==> config.mk <==
export PLATFORM = sky130hd
export DESIGN_NAME = sspf_sqrt
export DESIGN_NICKNAME = d
export VERILOG_FILES = /design/src/rtl/sspf_pkg.sv /design/src/rtl/sspf_sqrt.sv
export SDC_FILE = /design/constraint.sdc
export NUM_CORES = 1
export LEC_CHECK = 0
export ABC_CLOCK_PERIOD_IN_PS = 3700
export BUFFER_PORTS_ARGS = -buffer_cell sky130_fd_sc_hd__buf_2
export CORE_MARGIN = 4
export CORE_UTILIZATION = 40
export CTS_BUF_LIST = sky130_fd_sc_hd__clkbuf_4
export DETAILED_ROUTE_END_ITERATION = 16
export SYNTH_ARGS = -nofsm -noshare
export SYNTH_HDL_FRONTEND = slang
export SYNTH_SLANG_ARGS = --single-unit
==> constraint.sdc <==
create_clock -name clock -period 3.7 [get_ports clock]
set_clock_uncertainty 0.1 [all_clocks]
set_input_delay 0.555 -clock clock [delete_from_list [all_inputs] [get_ports clock]]
set_output_delay 0.555 -clock clock [all_outputs]
set_load 0.005 [all_outputs]
==> src/rtl/sspf_pkg.sv <==
// Types and constants of the soft-sphere pair force accumulator.
// No dependencies; imported by the interfaces, the divider, the square root, the top level and the checker.
`default_nettype none

package sspf_pkg;

   localparam int CMD_W      = 2;
   localparam int IDX_W      = 10;
   localparam int COORD_W    = 32;
   localparam int FORCE_W    = 32;
   localparam int CSR_IDX_W  = 1;
   localparam int CSR_DATA_W = 32;

   localparam logic [CMD_W-1:0] CMD_WRITE_POS  = 2'd0;
   localparam logic [CMD_W-1:0] CMD_APPLY_PAIR = 2'd1;
   localparam logic [CMD_W-1:0] CMD_READ_FORCE = 2'd2;
   localparam logic [CMD_W-1:0] CMD_UNUSED     = 2'd3;

   localparam logic [CSR_IDX_W-1:0] CSR_BOX_LENGTH         = 1'd0;
   localparam logic [CSR_IDX_W-1:0] CSR_POTENTIAL_STRENGTH = 1'd1;

   localparam logic [CSR_DATA_W-1:0] BOX_LENGTH_RESET = 32'd655360;
   localparam logic [CSR_DATA_W-1:0] STRENGTH_RESET   = 32'd65536;

   localparam logic [1:0] AX_LAST = 2'd2;

   typedef logic [COORD_W-1:0]        coord_type;
   typedef logic signed [FORCE_W-1:0] force_type;

   typedef struct packed {
      coord_type x;
      coord_type y;
      coord_type z;
   } pos_vec_type;

   typedef struct packed {
      force_type x;
      force_type y;
      force_type z;
   } force_vec_type;

   typedef struct packed {
      force_type value;
      logic      clipped;
   } clip_type;

   typedef struct packed {
      logic busy;
      logic done;
   } unit_status_type;

endpackage

`default_nettype wire

==> src/rtl/sspf_sqrt.sv <==
// Digit-by-digit integer square root, one root bit per cycle.
// Depends on sspf_pkg for the status struct.
`default_nettype none

module sspf_sqrt import sspf_pkg::*; #(
   parameter int IN_W = 32
) (
   input  logic                  clock,
   input  logic                  reset,
   input  logic                  start,
   input  logic [IN_W-1:0]       radicand,
   output unit_status_type       status,
   output logic [IN_W/2-1:0]     root
);

   localparam int ROOT_W = IN_W / 2;
   localparam int CNT_W  = $clog2(ROOT_W + 1);

   logic [CNT_W-1:0]  cnt_ff, cnt_in;
   logic              busy_ff, busy_in;
   logic              done_ff, done_in;
   logic [IN_W-1:0]   x_ff, x_in;
   logic [ROOT_W+1:0] rem_ff, rem_in;
   logic [ROOT_W-1:0] root_ff, root_in;
   logic [ROOT_W+1:0] rem2;
   logic [ROOT_W+1:0] trial;
   logic              rbit;

   assign rem2  = {rem_ff[ROOT_W-1:0], x_ff[IN_W-1:IN_W-2]};
   assign trial = {root_ff, 2'b01};
   assign rbit  = (rem2 >= trial);

   always_comb begin
      cnt_in  = cnt_ff;
      busy_in = busy_ff;
      done_in = 1'b0;
      x_in    = x_ff;
      rem_in  = rem_ff;
      root_in = root_ff;
      if (start) begin
         cnt_in  = CNT_W'(ROOT_W - 1);
         busy_in = 1'b1;
         x_in    = radicand;
         rem_in  = '0;
         root_in = '0;
      end else if (busy_ff) begin
         rem_in  = rbit ? (rem2 - trial) : rem2;
         root_in = {root_ff[ROOT_W-2:0], rbit};
         x_in    = {x_ff[IN_W-3:0], 2'b00};
         if (cnt_ff == '0) begin
            busy_in = 1'b0;
            done_in = 1'b1;
         end else begin
            cnt_in = cnt_ff - 1'b1;
         end
      end
   end

   always_ff @(posedge clock) begin
      if (reset) begin
         busy_ff <= 1'b0;
         done_ff <= 1'b0;
         cnt_ff  <= '0;
      end else begin
         busy_ff <= busy_in;
         done_ff <= done_in;
         cnt_ff  <= cnt_in;
      end
   end

   always_ff @(posedge clock) begin
      x_ff    <= x_in;
      rem_ff  <= rem_in;
      root_ff <= root_in;
   end

   assign status.busy = busy_ff;
   assign status.done = done_ff;
   assign root        = root_ff;

endmodule

`default_nettype wire

==> results.py <==
metrics = {
    "setup_path": {
        "critical_path_class": "flop to flop",
        "end_kind": "flop",
        "cp.required_ns": 3.94,
        "worstPathMaxFanout": 12,
        "arrival_ns": 2.80,
        "start_kind": "flop",
    },
    "floorplanning": {
        "die_w_microns": 104.3,
        "die_h_microns": 104.3,
        "die-area_sq_um": 10890,
        "initial_utilization_pct": 41.75,
        "num_io_pins": 53,
        "core-area_sq_um": 8891,
        "rows": 34,
    },
    "logic_synthesis": {
        "yosysUniqueCellTypes": 44,
        "synth_area_sq_um": 3712,
        "ys_async_sr_fraction_pct": 0,
        "ys_seq_area_share_pct": 46.92,
        "syn_area_per_cell_sq_um": 10.34,
        "synth_edf_count": 32,
        "synth_flop_cell": "dfxtp_1",
        "yosys_warnings": 0,
        "syn_inst": 359,
        "ys_ff_latch": 71,
        "synth_fp_nets": 413,
    },
    "drt": {
        "drt_iter0_markers": 107,
        "vias_per_cell": 5.187,
        "wire_per_inst_microns": 13.80,
        "drt_wl_total_microns": 7218,
        "drc": 0,
        "detailroute.via_count": 2713,
        "drt_first_pass_iters": 4,
        "antenna_left": 0,
    },
    "sta": {
        "fmax_mhz": 389.5,
        "timing.final.ws_setup_ns": 1.133,
        "drv_slew": 0,
        "finalSetupViolCount": 0,
        "timing.final.crit_share_pct": 69.38,
        "tightest_slew_ns": 0.5571,
        "hold_violations": 0,
        "tns_ns": 0,
        "rsz0062_at_grt": "false",
        "layout_min_cycle_time_ns": 2.567,
        "relSlewSlack_pct": 62.86,
    },
    "power_and_ir_drop": {
        "ir_drop_mv": 0.2670,
        "powerDensity_nw_per_um2": 710.3,
        "power_uw": 3025,
        "p_leak_uw": 0.001763,
    },
    "global_routing": {
        "grt_pass1_vias": 2649,
        "grt_remaining_overflow": 0,
        "grt_max_degree": 51,
        "grt.total_usage_pct": 14.09,
        "grt_pass1_wl_microns": 12550,
        "grt_antenna_before_repair": 0,
    },
    "cells_and_area": {
        "area_delta_synth_final_pct": 14.73,
        "diodes": 0,
        "design_area_sq_um": 4259,
        "layout-drive-gt1-share_pct": 26.27,
        "final_util_pct": 47.90,
        "nets": 464,
    },
    "clocking": {
        "root_buffer": "clkbuf_4",
        "cts.clk_slew.worst_paths_ns": 0.12,
        "cts_tree": "done",
        "cts_num_sinks": 71,
        "h-tree-depth": 3,
        "clk_latency_ns": 0.43,
        "cts_hold_buf": 0,
        "clock_path_buffers": 2,
        "cts_setup_buffers": 0,
        "cts_resized": 0,
        "cts_buffers": 9,
    },
    "placed_design": {
        "place_ws_ns": 1.206,
        "dp_hpwl_microns": 5100,
        "numPortBuffers": 52,
        "placed_area_sq_um": 4068,
        "place_congestion": 0.8640,
    },
    "outcome": {
        "status": "finished clean",
    },
    "run": {
        "maxCapViolations": 0,
    },
    "worst_hold_path": {
        "worst_hold_path_type": "input pin to flop",
    },
}
==> cells in the mapped netlist, types with 6 or more instances <==
master / count / area (sq um)
a211oi_1: 7 / 52.55
a21oi_1: 16 / 80.08
clkbuf_1: 11 / 41.29
dfxtp_1: 39 / 780.8
edfxtp_1: 32 / 960.9
ha_1: 19 / 237.7
inv_1: 21 / 78.83
mux2_2: 30 / 337.8
mux2i_1: 25 / 250.2
nand2_1: 27 / 101.4
nand2b_1: 6 / 37.54
nor2_1: 44 / 165.2
o21ai_0: 7 / 35.03
o21ai_1: 6 / 30.03
xnor2_1: 9 / 78.83
xor2_1: 6 / 52.55
==> report_power, final <==
group / total (uW) / switching (uW) / internal, uW
clock: 653 / 298 / 354
combinational: 1380 / 732 / 650
sequential: 991 / 62.2 / 928
total: 3030 / 1090 / 1930
==> cell usage in the layout, fill, tap and decap left out, drive strengths merged, types with 6 or more instances in the layout <==
master / count
buf: 59
nor2: 44
dfxtp: 39
edfxtp: 32
mux2: 30
nand2: 27
mux2i: 25
inv: 22
ha: 19
a21oi: 16
o21ai: 13
clkbuf: 10
xnor2: 9
a211oi: 7
nand2b: 6
xor2: 6
==> worst max-delay path, cell delays in order (launching register included) <==
cell and delay (ns):
edfxtp_1 0.48, inv_1 0.07, ha_1 0.22, nand2b_1 0.17, a211o_1 0.32, a211o_1 0.30, a32oi_2 0.21, buf_4 0.23
nand3_1 0.09, a311oi_1 0.29
==> flip-flops by register name, indices dropped and copies added, names as in the netlist <==
signal	count
busy_ff	1
cnt_ff	5
done_ff	1
rem_ff	16
root	16
x_ff	32
==> stage by stage <==
| step | hold slack [ns] | cells |
|---|---|---|
| floorplan | 0.3075 | 359 |
| global placement | 0.3187 | 507 |
| detailed placement | 0.3327 | 507 |
| CTS | 0.2416 | 523 |
| global route | 0.2307 | 523 |
| finish | 0.2749 | 523 |
==> final cells by class <==
class | instances | area, sq um
multi-input combinational | 248 | 1799
sequential | 71 | 1742
inverter | 21 | 78.83
clock buffer | 10 | 75.07
fill | 852 | 4632
tap | 108 | 135.1
timing repair buffer | 59 | 312.8
clock inverter | 6 | 116.4
==> final timing paths <==
kind	from	end	slack, ns	depth (start not counted)
min reg2reg	cnt_ff[4]	cnt_ff[4]	0.35	2
max reg2reg	x_ff[30]	rem_ff[10]	1.13	9
max	x_ff[30]	rem_ff[10]	1.13	9
min	reset	cnt_ff[2]	0.27	2
==> metal layers <==
layer | track usage (%) | share of wire (%) | vias to the layer above | routed length [microns]
met1 | 18.04 | 47 | 1256 | 3378
met2 | 21.54 | 46 | 50 | 3286
met3 | 5.152 | 5.8 | 13 | 419
li1 | - | - | 1394 | -
met4 | 5.603 | 1.8 | 0 | 133
met5 | 0 | 0 | - | 0
==> logic make-up after synthesis <==
family / after synthesis / share of synthesized area, %
compound gates: 61 / 11.09
flops: 71 / 46.92
xor+xnor: 15 / 3.539
fa+ha+maj: 19 / 6.404
simple gates: 98 / 11.59
buf+inv: 40 / 4.618
mux: 55 / 15.84
Power figures use the tool's default switching activity.
