[src/rtl/sspf_pkg.sv]
// Types and constants of the soft-sphere pair force accumulator.
// No dependencies; imported by the interfaces, the divider, the square root, the top level and the checker.
`default_nettype none

package sspf_pkg;

   localparam int CMD_W      = 2;
   localparam int IDX_W      = 10;
   localparam int COORD_W    = 32;
   localparam int FORCE_W    = 32;
   localparam int CSR_IDX_W  = 1;
   localparam int CSR_DATA_W = 32;

   localparam logic [CMD_W-1:0] CMD_WRITE_POS  = 2'd0;
   localparam logic [CMD_W-1:0] CMD_APPLY_PAIR = 2'd1;
   localparam logic [CMD_W-1:0] CMD_READ_FORCE = 2'd2;
   localparam logic [CMD_W-1:0] CMD_UNUSED     = 2'd3;

   localparam logic [CSR_IDX_W-1:0] CSR_BOX_LENGTH         = 1'd0;
   localparam logic [CSR_IDX_W-1:0] CSR_POTENTIAL_STRENGTH = 1'd1;

   localparam logic [CSR_DATA_W-1:0] BOX_LENGTH_RESET = 32'd655360;
   localparam logic [CSR_DATA_W-1:0] STRENGTH_RESET   = 32'd65536;

   localparam logic [1:0] AX_LAST = 2'd2;

   typedef logic [COORD_W-1:0]        coord_type;
   typedef logic signed [FORCE_W-1:0] force_type;

   typedef struct packed {
      coord_type x;
      coord_type y;
      coord_type z;
   } pos_vec_type;

   typedef struct packed {
      force_type x;
      force_type y;
      force_type z;
   } force_vec_type;

   typedef struct packed {
      force_type value;
      logic      clipped;
   } clip_type;

   typedef struct packed {
      logic busy;
      logic done;
   } unit_status_type;

endpackage

`default_nettype wire

[src/rtl/sspf_div.sv]
// Restoring unsigned divider, one quotient bit per cycle.
// Depends on sspf_pkg for the status struct.
`default_nettype none

module sspf_div import sspf_pkg::*; #(
   parameter int DVD_W = 33,
   parameter int DVS_W = 32
) (
   input  logic                 clock,
   input  logic                 reset,
   input  logic                 start,
   input  logic [DVD_W-1:0]     dividend,
   input  logic [DVS_W-1:0]     divisor,
   output unit_status_type      status,
   output logic [DVD_W-1:0]     quotient,
   output logic [DVS_W-1:0]     remainder
);

   localparam int CNT_W = $clog2(DVD_W + 1);

   logic [CNT_W-1:0] cnt_ff, cnt_in;
   logic             busy_ff, busy_in;
   logic             done_ff, done_in;
   logic [DVD_W-1:0] dvd_ff, dvd_in;
   logic [DVS_W-1:0] rem_ff, rem_in;
   logic [DVS_W-1:0] dvs_ff, dvs_in;
   logic [DVS_W:0]   shifted;
   logic [DVS_W:0]   trial;
   logic             qbit;

   assign shifted = {rem_ff, dvd_ff[DVD_W-1]};
   assign trial   = shifted - {1'b0, dvs_ff};
   assign qbit    = (shifted >= {1'b0, dvs_ff});

   always_comb begin
      cnt_in  = cnt_ff;
      busy_in = busy_ff;
      done_in = 1'b0;
      dvd_in  = dvd_ff;
      rem_in  = rem_ff;
      dvs_in  = dvs_ff;
      if (start) begin
         cnt_in  = CNT_W'(DVD_W - 1);
         busy_in = 1'b1;
         dvd_in  = dividend;
         rem_in  = '0;
         dvs_in  = divisor;
      end else if (busy_ff) begin
         // shift one dividend bit in, subtract when it fits
         rem_in = qbit ? trial[DVS_W-1:0] : shifted[DVS_W-1:0];
         dvd_in = {dvd_ff[DVD_W-2:0], qbit};
         if (cnt_ff == '0) begin
            busy_in = 1'b0;
            done_in = 1'b1;
         end else begin
            cnt_in = cnt_ff - 1'b1;
         end
      end
   end

   always_ff @(posedge clock) begin
      if (reset) begin
         busy_ff <= 1'b0;
         done_ff <= 1'b0;
         cnt_ff  <= '0;
      end else begin
         busy_ff <= busy_in;
         done_ff <= done_in;
         cnt_ff  <= cnt_in;
      end
   end

   always_ff @(posedge clock) begin
      dvd_ff <= dvd_in;
      rem_ff <= rem_in;
      dvs_ff <= dvs_in;
   end

   assign status.busy = busy_ff;
   assign status.done = done_ff;
   assign quotient    = dvd_ff;
   assign remainder   = rem_ff;

endmodule

`default_nettype wire

[config.mk]
export PLATFORM = sky130hd
export DESIGN_NAME = sspf_div
export DESIGN_NICKNAME = d
export VERILOG_FILES = /design/src/rtl/sspf_pkg.sv /design/src/rtl/sspf_div.sv
export SDC_FILE = /design/constraint.sdc
export NUM_CORES = 1
export LEC_CHECK = 0
export ABC_AREA = 1
export BUFFER_PORTS_ARGS = -buffer_cell sky130_fd_sc_hd__buf_2
export CAP_MARGIN = 5
export CORE_ASPECT_RATIO = 1.1
export CORE_MARGIN = 10
export CORE_UTILIZATION = 45
export DETAILED_ROUTE_END_ITERATION = 6
export PLACE_DENSITY = 0.71
export SLEW_MARGIN = 0
export SYNTH_ARGS = -nofsm -noshare
export SYNTH_HDL_FRONTEND = slang
export SYNTH_SLANG_ARGS = --single-unit
[constraint.sdc]
create_clock -name clock -period 4.8 [get_ports clock]
set_input_delay 0 -clock clock [delete_from_list [all_inputs] [get_ports clock]]
set_output_delay 0 -clock clock [all_outputs]
set_load 0.01 [all_outputs]
==> qor.txt, run 1 <==
Status: finished clean
Worst hold-check path type: primary input to flip-flop
Port Buffers: 134
Global-route wire length before repair: 33.8 mm
Unique cell type count in the Yosys netlist: 34
# clock sinks: 105
Arrival @ worst endpoint: 3.12 ns
Fmax: 353 MHz
Final setup fails: 0
Power Total: 2.20 mW
Synth Cell Area: 6980 um^2
Number of global-route vias before repair: 6852
FP Rows: 47
Buffers and inverters on the worst path: 1
Die X: 139 um
Part of the power in registers: 47.6%
Internal Pwr Total: 1.61 mW
Worst-path fanout max: 32
Clock group share of total power: 36.9%
Final HPWL DP: 15.4 mm
Mux cell area share after synthesis: 0%
Syn avg cell area: 6.92 um^2
Setup Crit Path Kind: flip-flop to flip-flop
Num ports: 135
DRT Pass-1 Iters: 4
Global route overflow: 0
Worst setup margin: 1.97 ns
GRT Total Usage: 19.7%
Crit-path cells: ha_1, a21oi_1, nand2_1, a21oi_1, nand2_1, nor2_4, buf_4, nand2_4, nand2_1, nand3_1, o21ai_1
Delay-heaviest family, CP: simple AND/OR/NAND/NOR gates
Top cell by count, worst path: nand2_1
Yosys Warn Count: 0
Worst Tran Pin Value: 0.960 ns
Total CTS buffers: 9
Per-cell routed wire length: 14.7 um
Simple-Gate Fraction of Synth Area: 36.0%
Post-synth top area share: 28.0%
Layout Nets: 1303
Setup WS pre-CTS: 1.91 ns
Crit end category: flip-flop
P_sw: 0.593 mW
Root buffer selected by CTS: clkbuf_16
Crit-path max cell delay: 0.38 ns
Final Hold Viols: 0
Drt drc: 0
Initial antenna violation count: 0
Relative slew margins: 35.6%
Vias per cell: 4.81
RSZ-0062 raised after global routing: no
Final Util: 58.0%
Setup crit start kind: flip-flop
Layout area overhead: 25.6%
Flip-flop and latch area: 2750 um^2
Setup_tns: 0 ns
Count of final max-slew check failures: 0
Max Cap Violations: 0
Post-synthesis xor/xnor area fraction: 1.88%
P per Cell Area: 252 nW/um^2
Final GP Congestion: 0.948
CTS tree: built
Core area: 15100 um^2
# diodes: 0
Initial core utilization: 46.2%
Detailed Route WL: 20.6 mm
CP required: 5.09 ns
Sequential area share after synthesis: 39.5%
Vias: 6744
Share of cells above drive strength 1: 15.0%
DRT iter0 DRCs: 403
Worst-skew pair later-pin latency: 0.36 ns
Detail Route Antenna Nets: 0
Multi-input gate area: 3360 um^2
Gate Count Post-Synth: 1008
Seq cells post-synth: 105
Final Cell Area: 8760 um^2
Compound-gate portion of the synthesized area: 3.87%
Synth area leader: edfxtp_1
Most frequent cells in the layout: nand2_1 (412), inv_1 (188), buf_2 (134), nand3_1 (77)
Die ar.: 20900 um^2
Leak: 4.79 nW
Worst Skew: 0.00721 ns
Post-DP Area: 7790 um^2
Combinational fraction of design power: 15.5%
Die Y: 151 um
Clock slew at reported path FFs: 0.08 ns
Max clock buf depth: 2
Switching part of the total: 26.9%
Worst vdd ir: 0.173 mV
Commonest non-fill, non-tap cell in the layout: nand2_1
Minimum clock period: 2.83 ns
Adder-Cell Fraction of Synth Area: 6.39%
Main combinational cell family by area after synthesis: simple AND/OR/NAND/NOR gates
Fill count: 1466
Final period util: 59.0%
Largest net degree at the start of global routing: 60
Synthesized Nets: 1111
Htree depth: 3
Max stage delay cell, worst path: ha_1
Largest cells by area after synthesis: edfxtp_1 (28%), nand2_1 (22%), dfxtp_1 (11%)
Post-CTS Setup Repair Bufs: 0
flip-flops by register name (all words and copies together) (netlist names):
name,flops
done_ff,1
quotient,33
cnt_ff,6
busy_ff,1
remainder,32
dvs_ff,32
Yosys cell counts, drive strengths merged:
| cell | instances |
|---|---|
| a21oi | 25 |
| a31oi | 1 |
| and2 | 4 |
| buf | 13 |
| clkbuf | 11 |
| clkinv | 1 |
| dfxtp | 40 |
| edfxtp | 65 |
| fa | 1 |
| ha | 34 |
| inv | 189 |
| nand2 | 421 |
| nand3 | 84 |
| nand3b | 13 |
| nand4 | 11 |
| nor2 | 50 |
| nor3 | 5 |
| nor4 | 1 |
| o21a | 2 |
| o21ai | 18 |
| o21bai | 4 |
| xnor2 | 13 |
| xor2 | 2 |
repair_timing:
item	CTS	global route
hold endpoints to repair	72	0
hold buffers	65	0
gates resized for setup	0	0
final cells by class:
type	instances	area share, %
flip-flops and latches	105	31.4
inverters	190	8.14
clock inverters	5	0.771
multi-input cells	689	38.4
repair buffers	205	15.6
well taps	196	2.80
clock buffers	11	2.90
per-layer routing:
layer	global-route usage, %	part of all wire (%)
met3	6.02	7.0
met4	5.64	1.7
met5	0	0
met2	34.0	48
met1	23.1	43
stage by stage:
step,cells,hold WS (ns)
3_3_place_gp,1320,0.176
3_5_place_dp,1320,0.178
5_1_grt,1401,0.0223
6_report,1401,0.0236
4_1_cts,1401,0.00182
2_1_floorplan,1008,0.0691
worst register-to-register path, cell delays in order (launching register included):
cell and delay [ns]:
dfxtp_1 0.34, ha_1 0.38, a21oi_1 0.29, nand2_1 0.13, a21oi_1 0.17, nand2_1 0.11
nor2_4 0.37, buf_4 0.35, nand2_4 0.29, nand2_1 0.16, nand3_1 0.07, o21ai_1 0.10
kinds of logic (layout without fill, tap and decap cells):
kind of cell / after synthesis / in the layout
adders and majority gates: 35 / 35
buffers and inverters: 214 / 411
DFF: 105 / 105
and+or+nand+nor: 589 / 589
AOI/OAI and AO/OA: 50 / 50
xor gates and xnor gates: 15 / 15
power by group through the flow:
stage / Sequential, mW / Combinational [mW] / Clock [mW]
6_report: 1.05 / 0.341 / 0.813
5_1_grt: 1.06 / 0.384 / 0.864
4_1_cts: 1.05 / 0.339 / 0.828
3_5_place_dp: 1.07 / 0.299 / 0
3_3_place_gp: 1.07 / 0.296 / 0
2_1_floorplan: 1.08 / 0.168 / 0
worst paths after layout:
check	from	slack [ns]	cells past startpoint	endpoint
max	remainder[27]	1.97	11	remainder[3]
max reg2reg	remainder[27]	1.97	11	remainder[3]
min reg2reg	remainder[14]	0.48	2	remainder[14]
min	dividend[0]	0.02	3	quotient[0]
Power figures use the tool's default switching activity.
==> inputs of run 2 (changes only) <==
- clock period: 4.8 -> 2.8 ns (I/O delays scaled with it)
==> qor.txt, run 2 (synthesized netlist as in run 1, its figures left out) <==
Status: finished clean
Final Hold Viols: 0 (unchanged)
Clock slew at reported path FFs: 0.08 ns (about the same)
Global route overflow: 0 (unchanged)
Worst-skew pair later-pin latency: 0.36 ns (about the same)
Worst-path fanout max: 32 (unchanged)
Arrival @ worst endpoint: 2.59 ns (-0.53 ns)
Layout Nets: 1307 (+0.31%)
Max reg flops: 33 (unchanged)
Final GP Congestion: 0.962 (+1.5%)
Die X: 139 um (unchanged)
Hold WS: 0.0110 ns (-0.0126 ns)
Detail Route Antenna Nets: 0 (unchanged)
# clock sinks: 105 (unchanged)
Clock group share of total power: 35.8% (-1.1 points)
Most frequent cells in the layout: nand2_1 (412), inv_1 (188), buf_2 (134), nand3_1 (77)
Core area: 15100 um^2 (unchanged)
Part of the power in registers: 48.4% (+0.8 points)
DRT Pass-1 Iters: 5 (+1)
GRT Total Usage: 19.8% (+0.13 points)
Worst hold-check path type: primary input to flip-flop
Htree depth: 3 (unchanged)
Combinational fraction of design power: 15.8% (+0.3 points)
Max Cap Violations: 0 (unchanged)
Global-route wire length before repair: 33.9 mm (+0.45%)
Num ports: 135 (unchanged)
P_sw: 1.04 mW (+75%)
P per Cell Area: 423 nW/um^2 (+68%)
Initial core utilization: 46.2% (unchanged)
Die ar.: 20900 um^2 (unchanged)
Initial antenna violation count: 0 (unchanged)
Power Total: 3.72 mW (+69%)
Final period util: 84.1% (+25 points)
RSZ-0062 raised after global routing: no
Worst Skew: 0.0126 ns (+0.00535 ns)
Count of final max-slew check failures: 0 (unchanged)
Drt drc: 0 (unchanged)
Max clock buf depth: 2 (unchanged)
Per-cell routed wire length: 14.8 um (+0.58%)
Worst vdd ir: 0.304 mV (+76%)
Setup crit start kind: flip-flop
Relative slew margins: 61.3% (+26 points)
Crit end category: flip-flop
Switching part of the total: 27.9% (+1.0 points)
Number of global-route vias before repair: 6784 (-0.99%)
Minimum clock period: 2.36 ns (-0.478 ns)
Die Y: 151 um (unchanged)
Setup_tns: 0 ns (unchanged)
Vias per cell: 4.78 (-0.62%)
Internal Pwr Total: 2.68 mW (+66%)
Detailed Route WL: 20.8 mm (+0.87%)
DRT iter0 DRCs: 354 (-12%)
CP startpoint: dvs_ff[7]
CTS tree: built
Final setup fails: 0 (unchanged)
FF-to-FF Start: dvs_ff[7]
Commonest non-fill, non-tap cell in the layout: nand2_1
Final HPWL DP: 15.6 mm (+0.83%)
Layout area overhead: 25.9%
Largest net degree at the start of global routing: 52 (-13%)
Vias: 6721 (-0.34%)
Root buffer selected by CTS: clkbuf_16
Port Buffers: 134 (unchanged)
Setup Crit Path Kind: flip-flop to flip-flop
Fmax: 425 MHz (+20%)
CP required: 3.03 ns (-2.06 ns)
Leak: 4.80 nW (+0.19%)
Total CTS buffers: 9 (unchanged)
FP Rows: 47 (unchanged)
Hold path startpoint: dividend[0]
Share of cells above drive strength 1: 15.4% (+0.36 points)
Worst Tran Pin Value: 0.581 ns (-0.379 ns)
Post_cts resized: 0 (unchanged)
# diodes: 0 (unchanged)
[run 2: changes by cell type in the layout (fill, tap and decap cells not counted)]
| cell | delta |
|---|---|
| buf_4 | +4 |
| bufinv_16 | -1 |
| clkbuf_1 | -1 |
| clkinv_4 | +1 |
| clkinv_8 | +1 |
| clkinvlp_4 | +1 |
| inv_4 | -1 |
[run 2: power by group through the flow]
stage / Sequential, mW / Combinational, mW / Clock, mW
2_1_floorplan: 1.85 / 0.287 / 0
3_3_place_gp: 1.83 / 0.507 / 0
3_5_place_dp: 1.83 / 0.513 / 0
4_1_cts: 1.80 / 0.583 / 1.36
5_1_grt: 1.81 / 0.655 / 1.42
6_report: 1.80 / 0.586 / 1.33
[run 2: worst max-delay path: stages (launching register included)]
cell and delay, ns:
edfxtp_1 0.32, inv_1 0.04, ha_1 0.36, nand2_1 0.13, nor2_1 0.23, nand2_1 0.08, nor2_1 0.17, nand2_1 0.11
nor2_4 0.11, nor2_4 0.06, nand2_4 0.33, nand2_1 0.12, nand3_1 0.09, o21ai_0 0.07
[run 2: layout make-up]
| type | count | area [um^2] |
|---|---|---|
| timing repair buffer | 209 | 1400 |
| inverter | 190 | 713 |
| multi-input combinational | 689 | 3360 |
| clock buffer | 10 | 250 |
| clock inverter | 6 | 63.8 |
| sequential | 105 | 2750 |
| tap | 196 | 245 |
| fill | 1433 | 6330 |
[run 2: layer usage]
layer | share of wire, % | vias to the layer above | global-route usage, %
met4 | 2.6 | 0 | 6.99
met1 | 42 | 2953 | 22.8
li1 | - | 3506 | -
met5 | 0 | - | 0
met3 | 8.6 | 33 | 6.58
met2 | 47 | 229 | 33.9
[run 2: stage by stage]
step / setup WS (ns) / cell area [um^2] / cells / utilization (%)
4_1_cts: 0.399 / 8780 / 1405 / 58.1
3_3_place_gp: 0.466 / 7820 / 1324 / 51.7
3_5_place_dp: 0.418 / 7820 / 1324 / 51.7
2_1_floorplan: 0.748 / 6980 / 1008 / -
6_report: 0.444 / 8780 / 1405 / 58.1
5_1_grt: 0.203 / 8780 / 1405 / 58.1
[run 2: path summary, 6_finish.rpt]
path,cells after the start,endpoint,slack [ns]
worst max register to register,13,remainder[0],0.44
worst min-delay path,3,quotient[0],0.01
worst max-delay path,13,remainder[0],0.44
worst min register to register,2,remainder[20],0.48
[run 2: timing repair]
action                    CTS  global route
hold buffers               65             0
hold endpoints to repair   72             0
setup buffers               0             0
